### config.mk
export PLATFORM = sky130hd
export DESIGN_NAME = limp_home_fault_monitor_core
export DESIGN_NICKNAME = d
export VERILOG_FILES = /design/src/hw/rtl/lhfm_pkg.sv /design/src/hw/rtl/lhfm_state.sv /design/src/hw/rtl/limp_home_fault_monitor_core.sv
export SDC_FILE = /design/constraint.sdc
export NUM_CORES = 2
export LEC_CHECK = 0
export BUFFER_PORTS_ARGS = -buffer_cell sky130_fd_sc_hd__buf_2
export CORE_ASPECT_RATIO = 1.4
export CORE_MARGIN = 2
export CORE_UTILIZATION = 35
export CTS_CLUSTER_SIZE = 20
export DETAILED_ROUTE_END_ITERATION = 10
export HOLD_SLACK_MARGIN = 0.1
export PLACE_DENSITY = 0.6
export SYNTH_ARGS = -nofsm -noshare
export SYNTH_HDL_FRONTEND = slang
export SYNTH_HIERARCHICAL = 1
export SYNTH_SLANG_ARGS = --single-unit
### constraint.sdc
create_clock -name clock -period 26.5 [get_ports clock]
set_clock_uncertainty 0.2 [all_clocks]
set_input_delay 1.325 -clock clock [delete_from_list [all_inputs] [get_ports clock]]
set_output_delay 1.325 -clock clock [all_outputs]
set_load 0.1 [all_outputs]
### src/hw/rtl/lhfm_pkg.sv
// ----------------------------------------------------------------------------
// lhfm_pkg: limp-home fault monitor shared definitions
// Command codes, register indexes, reset values and the word structs that
// pass between the monitor's state logic and its top level.
// ----------------------------------------------------------------------------
package lhfm_pkg;

   // time width default and divide-by-ten reciprocal
   localparam int TIME_BITS_DEF = 32;
   localparam int DUR_W         = 29;
   localparam logic [31:0] DIV10_RECIP = 32'hCCCC_CCCD;
   localparam int DIV10_SHIFT   = 35;

   // configuration port
   localparam int CSR_IDX_W  = 3;
   localparam int CSR_DATA_W = 16;
   localparam logic [CSR_IDX_W-1:0] CSR_COOLDOWN  = 3'd0;
   localparam logic [CSR_IDX_W-1:0] CSR_RPM_LIMIT = 3'd1;
   localparam logic [CSR_IDX_W-1:0] CSR_RETARD    = 3'd2;
   localparam logic [CSR_IDX_W-1:0] CSR_FUEL      = 3'd3;
   localparam logic [CSR_IDX_W-1:0] CSR_OVERTEMP  = 3'd4;
   localparam logic [CSR_IDX_W-1:0] CSR_MAP_MIN   = 3'd5;
   localparam logic [CSR_IDX_W-1:0] CSR_MAP_MAX   = 3'd6;

   // register reset values
   localparam logic [15:0]        RST_COOLDOWN  = 16'd50;
   localparam logic [15:0]        RST_RPM_LIMIT = 16'd3000;
   localparam logic [6:0]         RST_RETARD    = 7'd10;
   localparam logic [7:0]         RST_FUEL      = 8'd110;
   localparam logic signed [8:0]  RST_OVERTEMP  = 9'sd110;
   localparam logic [9:0]         RST_MAP_MIN   = 10'd10;
   localparam logic [9:0]         RST_MAP_MAX   = 10'd400;

   // fixed thresholds and idle outputs
   localparam logic [7:0]  TPS_LOW    = 8'd2;
   localparam logic [7:0]  TPS_HIGH   = 8'd253;
   localparam logic [7:0]  BOOST_BITS = 8'h4F;
   localparam logic [15:0] RPM_NONE   = 16'hFFFF;
   localparam logic [7:0]  FUEL_NONE  = 8'd100;

   // trigger bit positions
   localparam int TRIG_CLT      = 0;
   localparam int TRIG_IAT      = 1;
   localparam int TRIG_MAP      = 2;
   localparam int TRIG_TPS      = 3;
   localparam int TRIG_RAM      = 4;
   localparam int TRIG_OVERTEMP = 6;

   typedef enum logic [1:0] {
      CMD_SAMPLE = 2'd0,
      CMD_SET    = 2'd1,
      CMD_CLEAR  = 2'd2,
      CMD_EXIT   = 2'd3
   } cmd_type;

   typedef struct packed {
      logic [15:0]       cooldown_tenths;
      logic [15:0]       limp_rpm_limit;
      logic [6:0]        timing_retard;
      logic [7:0]        fuel_correction_limp;
      logic signed [8:0] overtemp_threshold;
      logic [9:0]        map_min_kpa;
      logic [9:0]        map_max_kpa;
   } cfg_type;

   typedef struct packed {
      cmd_type           command;
      logic              clt_fault;
      logic              iat_fault;
      logic              engine_running;
      logic [9:0]        map_kpa;
      logic [7:0]        tps_adc;
      logic signed [8:0] coolant_temp;
      logic              storage_corrupt;
      logic [7:0]        trigger_mask;
   } item_type;

   typedef struct packed {
      logic [7:0]        active_triggers;
      logic              limp_active;
      logic [15:0]       rpm_limit;
      logic signed [7:0] timing_correction;
      logic [7:0]        fuel_correction;
      logic              boost_disable;
      logic [3:0]        reason_code;
   } status_type;

endpackage

### src/hw/rtl/lhfm_state.sv
// ----------------------------------------------------------------------------
// lhfm_state: trigger and latch state with its update logic
// Holds the trigger mask, latch, start and clear times and the last sampled
// mask; evaluates one word and presents the post-update status.
// ----------------------------------------------------------------------------
module lhfm_state #(
   parameter int TIME_BITS = lhfm_pkg::TIME_BITS_DEF
) (
   input  logic                   clock,
   input  logic                   reset,
   input  logic                   advance,
   input  lhfm_pkg::item_type     item,
   input  logic [TIME_BITS-1:0]   now,
   input  lhfm_pkg::cfg_type      cfg,
   output lhfm_pkg::status_type   status,
   output logic [TIME_BITS-1:0]   elapsed
);

   logic [7:0]           trig_ff, trig_in;
   logic                 latched_ff, latched_in;
   logic [TIME_BITS-1:0] start_ff, start_in;
   logic [TIME_BITS-1:0] clear_ff, clear_in;
   logic [7:0]           sampled_ff, sampled_in;

   logic [7:0]           fresh;
   logic [TIME_BITS-1:0] since_clear;
   logic [3:0]           reason;

   // fresh trigger mask from the sample fields
   always_comb begin
      fresh = 8'd0;
      fresh[lhfm_pkg::TRIG_CLT] = item.clt_fault;
      fresh[lhfm_pkg::TRIG_IAT] = item.iat_fault;
      fresh[lhfm_pkg::TRIG_RAM] = item.storage_corrupt;
      if (item.engine_running) begin
         fresh[lhfm_pkg::TRIG_MAP] = (item.map_kpa < cfg.map_min_kpa) ||
                                     (item.map_kpa > cfg.map_max_kpa);
         fresh[lhfm_pkg::TRIG_TPS] = (item.tps_adc < lhfm_pkg::TPS_LOW) ||
                                     (item.tps_adc > lhfm_pkg::TPS_HIGH);
         fresh[lhfm_pkg::TRIG_OVERTEMP] =
            ($signed(item.coolant_temp) > $signed(cfg.overtemp_threshold));
      end
   end

   // state update per command
   always_comb begin
      trig_in     = trig_ff;
      latched_in  = latched_ff;
      start_in    = start_ff;
      clear_in    = clear_ff;
      sampled_in  = sampled_ff;
      since_clear = '0;
      case (item.command)
         lhfm_pkg::CMD_SAMPLE: begin
            if ((sampled_ff & ~fresh) != 8'd0) begin
               clear_in = now;
            end
            sampled_in  = fresh;
            since_clear = now - clear_in;
            if (fresh != 8'd0) begin
               trig_in = fresh;
               if (!latched_ff) begin
                  latched_in = 1'b1;
                  start_in   = now;
               end
            end else if (trig_ff != 8'd0) begin
               if (since_clear >= TIME_BITS'(cfg.cooldown_tenths)) begin
                  trig_in    = 8'd0;
                  latched_in = 1'b0;
                  start_in   = '0;
               end
            end
         end
         lhfm_pkg::CMD_SET: begin
            trig_in = trig_ff | item.trigger_mask;
            if (!latched_ff) begin
               latched_in = 1'b1;
               start_in   = now;
            end
         end
         lhfm_pkg::CMD_CLEAR: begin
            trig_in  = trig_ff & ~item.trigger_mask;
            clear_in = now;
         end
         lhfm_pkg::CMD_EXIT: begin
            trig_in    = 8'd0;
            latched_in = 1'b0;
            start_in   = '0;
         end
         default: begin
            trig_in = trig_ff;
         end
      endcase
   end

   always_ff @(posedge clock) begin
      if (reset) begin
         trig_ff    <= 8'd0;
         latched_ff <= 1'b0;
         start_ff   <= '0;
         clear_ff   <= '0;
         sampled_ff <= 8'd0;
      end else if (advance) begin
         trig_ff    <= trig_in;
         latched_ff <= latched_in;
         start_ff   <= start_in;
         clear_ff   <= clear_in;
         sampled_ff <= sampled_in;
      end
   end

   // lowest set trigger bit, plus one
   always_comb begin
      reason = 4'd0;
      for (int i = 7; i >= 0; i--) begin
         if (trig_in[i]) begin
            reason = 4'(i + 1);
         end
      end
   end

   // status after the update
   always_comb begin
      status.active_triggers = trig_in;
      status.limp_active     = latched_in;
      status.rpm_limit       = latched_in ? cfg.limp_rpm_limit : lhfm_pkg::RPM_NONE;
      status.timing_correction =
         latched_in ? $signed(8'd0 - {1'b0, cfg.timing_retard}) : 8'sd0;
      status.fuel_correction = latched_in ? cfg.fuel_correction_limp
                                          : lhfm_pkg::FUEL_NONE;
      status.boost_disable   = latched_in && ((trig_in & lhfm_pkg::BOOST_BITS) != 8'd0);
      status.reason_code     = reason;
      elapsed                = latched_in ? (now - start_in) : '0;
   end

endmodule

### src/hw/rtl/limp_home_fault_monitor_core.sv
// Pipeline: input, update and output registers from the req accepting edge to rsp_valid.
// Throughput: one word per cycle while rsp_stall is low; the trigger/latch update is
// combinational, and the limp duration divide-by-ten is one registered 32x32 multiply.
// Reset: synchronous, active high; clears pipeline valids and all monitor state
// and returns every configuration register to its default.
// ----------------------------------------------------------------------------
// limp_home_fault_monitor_core: engine limp-home supervisor
// Samples sensor faults and range checks into a trigger mask, latches limp
// mode with cooldown exit, and reports limits and corrections per word.
// ----------------------------------------------------------------------------
module limp_home_fault_monitor_core #(
   parameter int TIME_BITS = lhfm_pkg::TIME_BITS_DEF
) (
   input  logic                                 clock,
   input  logic                                 reset,

   input  logic                                 csr_write,
   input  logic [lhfm_pkg::CSR_IDX_W-1:0]       csr_index,
   input  logic [lhfm_pkg::CSR_DATA_W-1:0]      csr_wdata,

   input  logic                                 req_valid,
   output logic                                 req_stall,
   input  logic [1:0]                           req_command,
   input  logic [31:0]                          req_time_tenths,
   input  logic                                 req_clt_fault,
   input  logic                                 req_iat_fault,
   input  logic                                 req_engine_running,
   input  logic [9:0]                           req_map_kpa,
   input  logic [7:0]                           req_tps_adc,
   input  logic signed [8:0]                    req_coolant_temp,
   input  logic                                 req_storage_corrupt,
   input  logic [7:0]                           req_trigger_mask,

   output logic                                 rsp_valid,
   input  logic                                 rsp_stall,
   output logic [7:0]                           rsp_active_triggers,
   output logic                                 rsp_limp_active,
   output logic [15:0]                          rsp_rpm_limit,
   output logic signed [7:0]                    rsp_timing_correction,
   output logic [7:0]                           rsp_fuel_correction,
   output logic                                 rsp_boost_disable,
   output logic [lhfm_pkg::DUR_W-1:0]           rsp_duration_seconds,
   output logic [3:0]                           rsp_reason_code
);

   localparam int QLO = lhfm_pkg::DIV10_SHIFT;
   localparam int QHI = lhfm_pkg::DIV10_SHIFT + lhfm_pkg::DUR_W - 1;

   lhfm_pkg::cfg_type    cfg_ff;

   logic                 s1_valid_ff, s1_valid_in;
   lhfm_pkg::item_type   s1_item_ff, s1_item_in;
   logic [TIME_BITS-1:0] s1_time_ff;

   logic                 s2_valid_ff, s2_valid_in;
   lhfm_pkg::status_type s2_status_ff;
   logic [TIME_BITS-1:0] s2_elapsed_ff;

   logic                 s3_valid_ff, s3_valid_in;
   lhfm_pkg::status_type s3_status_ff;
   logic [lhfm_pkg::DUR_W-1:0] s3_dur_ff;

   logic                 s1_ready, s2_ready, s3_ready;
   logic                 advance;
   lhfm_pkg::status_type upd_status;
   logic [TIME_BITS-1:0] upd_elapsed;
   logic [63:0]          dur_product;

   // configuration registers
   always_ff @(posedge clock) begin
      if (reset) begin
         cfg_ff.cooldown_tenths      <= lhfm_pkg::RST_COOLDOWN;
         cfg_ff.limp_rpm_limit       <= lhfm_pkg::RST_RPM_LIMIT;
         cfg_ff.timing_retard        <= lhfm_pkg::RST_RETARD;
         cfg_ff.fuel_correction_limp <= lhfm_pkg::RST_FUEL;
         cfg_ff.overtemp_threshold   <= lhfm_pkg::RST_OVERTEMP;
         cfg_ff.map_min_kpa          <= lhfm_pkg::RST_MAP_MIN;
         cfg_ff.map_max_kpa          <= lhfm_pkg::RST_MAP_MAX;
      end else if (csr_write) begin
         case (csr_index)
            lhfm_pkg::CSR_COOLDOWN:  cfg_ff.cooldown_tenths      <= csr_wdata;
            lhfm_pkg::CSR_RPM_LIMIT: cfg_ff.limp_rpm_limit       <= csr_wdata;
            lhfm_pkg::CSR_RETARD:    cfg_ff.timing_retard        <= csr_wdata[6:0];
            lhfm_pkg::CSR_FUEL:      cfg_ff.fuel_correction_limp <= csr_wdata[7:0];
            lhfm_pkg::CSR_OVERTEMP:  cfg_ff.overtemp_threshold   <= $signed(csr_wdata[8:0]);
            lhfm_pkg::CSR_MAP_MIN:   cfg_ff.map_min_kpa          <= csr_wdata[9:0];
            lhfm_pkg::CSR_MAP_MAX:   cfg_ff.map_max_kpa          <= csr_wdata[9:0];
            default: begin
            end
         endcase
      end
   end

   // pipeline flow control, a stage moves when the next one has room
   assign s3_ready = !s3_valid_ff || !rsp_stall;
   assign s2_ready = !s2_valid_ff || s3_ready;
   assign s1_ready = !s1_valid_ff || s2_ready;
   assign req_stall = !s1_ready;
   assign advance  = s1_valid_ff && s2_ready;

   assign s1_valid_in = s1_ready ? req_valid : s1_valid_ff;
   assign s2_valid_in = s2_ready ? s1_valid_ff : s2_valid_ff;
   assign s3_valid_in = s3_ready ? s2_valid_ff : s3_valid_ff;

   always_ff @(posedge clock) begin
      if (reset) begin
         s1_valid_ff <= 1'b0;
         s2_valid_ff <= 1'b0;
         s3_valid_ff <= 1'b0;
      end else begin
         s1_valid_ff <= s1_valid_in;
         s2_valid_ff <= s2_valid_in;
         s3_valid_ff <= s3_valid_in;
      end
   end

   // input word register
   always_comb begin
      s1_item_in.command         = lhfm_pkg::cmd_type'(req_command);
      s1_item_in.clt_fault       = req_clt_fault;
      s1_item_in.iat_fault       = req_iat_fault;
      s1_item_in.engine_running  = req_engine_running;
      s1_item_in.map_kpa         = req_map_kpa;
      s1_item_in.tps_adc         = req_tps_adc;
      s1_item_in.coolant_temp    = req_coolant_temp;
      s1_item_in.storage_corrupt = req_storage_corrupt;
      s1_item_in.trigger_mask    = req_trigger_mask;
   end

   always_ff @(posedge clock) begin
      if (req_valid && s1_ready) begin
         s1_item_ff <= s1_item_in;
         s1_time_ff <= req_time_tenths[TIME_BITS-1:0];
      end
   end

   // trigger and latch update
   lhfm_state #(
      .TIME_BITS (TIME_BITS)
   ) u_state (
      .clock   (clock),
      .reset   (reset),
      .advance (advance),
      .item    (s1_item_ff),
      .now     (s1_time_ff),
      .cfg     (cfg_ff),
      .status  (upd_status),
      .elapsed (upd_elapsed)
   );

   always_ff @(posedge clock) begin
      if (advance) begin
         s2_status_ff  <= upd_status;
         s2_elapsed_ff <= upd_elapsed;
      end
   end

   // elapsed tenths to seconds: multiply by reciprocal of ten, keep upper bits
   assign dur_product = 64'(32'(s2_elapsed_ff)) * 64'(lhfm_pkg::DIV10_RECIP);

   always_ff @(posedge clock) begin
      if (s2_valid_ff && s3_ready) begin
         s3_status_ff <= s2_status_ff;
         s3_dur_ff    <= dur_product[QHI:QLO];
      end
   end

   // result word
   assign rsp_valid             = s3_valid_ff;
   assign rsp_active_triggers   = s3_status_ff.active_triggers;
   assign rsp_limp_active       = s3_status_ff.limp_active;
   assign rsp_rpm_limit         = s3_status_ff.rpm_limit;
   assign rsp_timing_correction = s3_status_ff.timing_correction;
   assign rsp_fuel_correction   = s3_status_ff.fuel_correction;
   assign rsp_boost_disable     = s3_status_ff.boost_disable;
   assign rsp_duration_seconds  = s3_dur_ff;
   assign rsp_reason_code       = s3_status_ff.reason_code;

endmodule
==> summary.md <==
| Metric | Value |
|---|---|
| Fin nets | approximately 4700 |
| Grt ovf | 0 |
| Synth Warn # | 6 |
| Ratio of cells with drive above 1 in the final layout | 0.0958 |
| Clock Latency Late Sink | 0.63 ns |
| DRT iter0 DRCs | ~1800 |
| Max_cap viols | 0 |
| Io pins | between 150 and 200 |
| DR vias | between 20000 and 30000 |
| Cts hold-fix bufs | 0 |
| Arr. time, crit path | between 10 and 15 ns |
| Clock Path Buffers | 3 |
| Final Wtd Congestion | about 0.94 |
| Tmin final | roughly 13 ns |
| WHS Path Cells | 0 |
| Final hold vios | 0 |
| # DRC | 0 |
| Die W | about 280 um |
| Vias in the first global route | 26700 |
| Critical path type | flip-flop to flip-flop |
| Clk Tree Root Cell | clkbuf_16 |
| Worst-Margin Slew | about 1.1 ns |
| I/O Buffers | around 170 |
| Max-slew violation count | 0 |
| Final period util | 0.477 |
| DIE AREA | 106000 sq um |
| # setup viols final | 0 |
| Post-cts gate resize count | 0 |
| Max_slew headroom | 0.220 |
| Required @ worst endpoint | 26.60 ns |
| Starting density of the core | 0.353 |
| First-pass GRT wire length | roughly 150000 um |
| Cell Area, Synth | around 36000 sq um |
| Final TNS setup | 0 ns |
| DR pass1 iterations | 5 |
| Largest net degree at the start of global routing | between 100 and 150 |
| Drt via density | between 5 and 6 |
| FF-to-FF path depth | between 50 and 60 |
| Post-DP HPWL | roughly 80000 um |
| Worst R2R End | s2_elapsed_ff[31] |
| # rows | around 140 |
| WL/cell | 19.6 um |
| Global Route met2 Usage | 0.348 |
| CTS tree | yes |
| Grt met1 use | 0.220 |
| Storage element area | 9920 sq um |
| Final wirelength | around 100000 um |
| Critical Path Fanout Max | 30 |
| Startpoint types | flip-flop |
| GR Layer Usage met3 | 0.0246 |
| Slowest stage delay, CP | between 0.7 and 0.8 ns |
| HP Class | flip-flop to flip-flop |
| Total Routing Usage GR | 0.191 |
| Status | completed |
| Syn_nets | roughly 4600 |
| CTS H-tree depth | 2 |
| P&R area growth vs syn | 10.2% |
| GR peak layer | met2 |
| Core area | slightly above 100000 sq um |
| WHS Endpoint | rsp_rpm_limit[0] |
| Clock sinks | roughly 380 |
| CP max stage cell | nor2_2 |
| Cell mode on critical path | o21ai_0 |
| FILL cells | approximately 10000 |
| RSZ-0062 raised after global routing | no |
| R2R setup slack | 13.86 ns |
| Final ANT Viol Nets | 0 |
| Syn Inst Count | between 3000 and 4000 |
| Multi-input gate area | approximately 23000 sq um |
| Worst setup EP type | flip-flop |
| Critical R2R Launch | s1_item_ff[35] |
| Highest-count cells in the layout ignoring fill and taps | inv_1, ha_1, fa_1 |
| Commonest non-fill, non-tap cell in the layout | inv_1 |
| Clock-pin slew on the worst setup and hold paths | roughly 0.060 ns |
| Setup bufs post-CTS | 0 |
| Initial antenna violation count | 8 |
| Die Span Y | 384 um |
| Max frequency | roughly 0.079 GHz |
| TritonCTS Buffers | 42 |
| Hold Crit Start | s2_status_ff[21] |
| Synth Area per Inst | roughly 9.9 sq um |
==> layout make-up <==
type / instances / share of cell area
clock inverter: 26 / 0.00717
inverter: 624 / 0.0589
sequential: 383 / 0.249
antenna: 2 / 0.000126
clock buffer: 51 / 0.0284
timing repair buffer: 192 / 0.0258
multi-input combinational: 2514 / 0.588
tap: 1339 / 0.0421
==> worst max path at each step <==
stage | startpoint | slack [ns] | end
final | s1_item_ff[35] | 13.86 | s2_elapsed_ff[31]
after global routing | s1_item_ff[35] | 12.76 | s2_elapsed_ff[31]
after CTS | s1_item_ff[34] | 13.87 | s2_elapsed_ff[31]
after detailed placement | s1_item_ff[35] | 13.97 | s2_elapsed_ff[31]
after global placement | s1_item_ff[35] | 14.24 | s2_elapsed_ff[31]
after floorplan | s1_item_ff[35] | 15.79 | s2_elapsed_ff[29]
==> per-stage QoR <==
| stage | utilization | setup slack, ns | area (sq um) | std cells | hold slack [ns] |
|---|---|---|---|---|---|
| 2_1_floorplan | - | 15.79 | 36100 | 3637 | 0.200 |
| 4_1_cts | 0.388 | 13.87 | 39800 | 5129 | 0.216 |
| 3_5_place_dp | 0.375 | 13.97 | 38400 | 5052 | 0.205 |
| 5_1_grt | 0.388 | 12.76 | 39800 | 5129 | 0.223 |
| 3_3_place_gp | 0.375 | 14.24 | 38400 | 5052 | 0.203 |
| 6_report | 0.389 | 13.86 | 39800 | 5131 | 0.216 |
==> layer usage <==
metal	vias to the layer above	share of wire	routed length [um]
met4	2	0.053	5290
met3	223	0.044	4460
met1	12700	0.38	38500
li1	12400	-	-
met2	716	0.52	52100
met5	-	0.000090	9
==> flip-flops by register name, summed over array words and instances, names as in the netlist, 4 cells and up <==
name / count
u_state/clear_ff: 32
s1_time_ff: 32
rsp_active_triggers: 8
s2_status_ff: 46
s2_elapsed_ff: 32
rsp_rpm_limit: 16
cfg_ff: 76
u_state/sampled_ff: 6
rsp_fuel_correction: 8
s1_item_ff: 40
u_state/start_ff: 32
rsp_timing_correction: 8
u_state/trig_ff: 8
rsp_duration_seconds: 29
rsp_reason_code: 4
==> critical path, delay by kind of cell (launching register included) <==
kind / cells / cell delay (ns)
adder cells (fa/ha/maj): 5 / 1.58
AO/OA/AOI/OAI: 35 / 7.34
AND/OR/NAND/NOR: 11 / 2.22
flip-flops: 1 / 0.41
buffers and inverters: 2 / 0.59
Power is not shown: default switching activity piles up to over one toggle a cycle in this logic, so the estimate is an artifact.
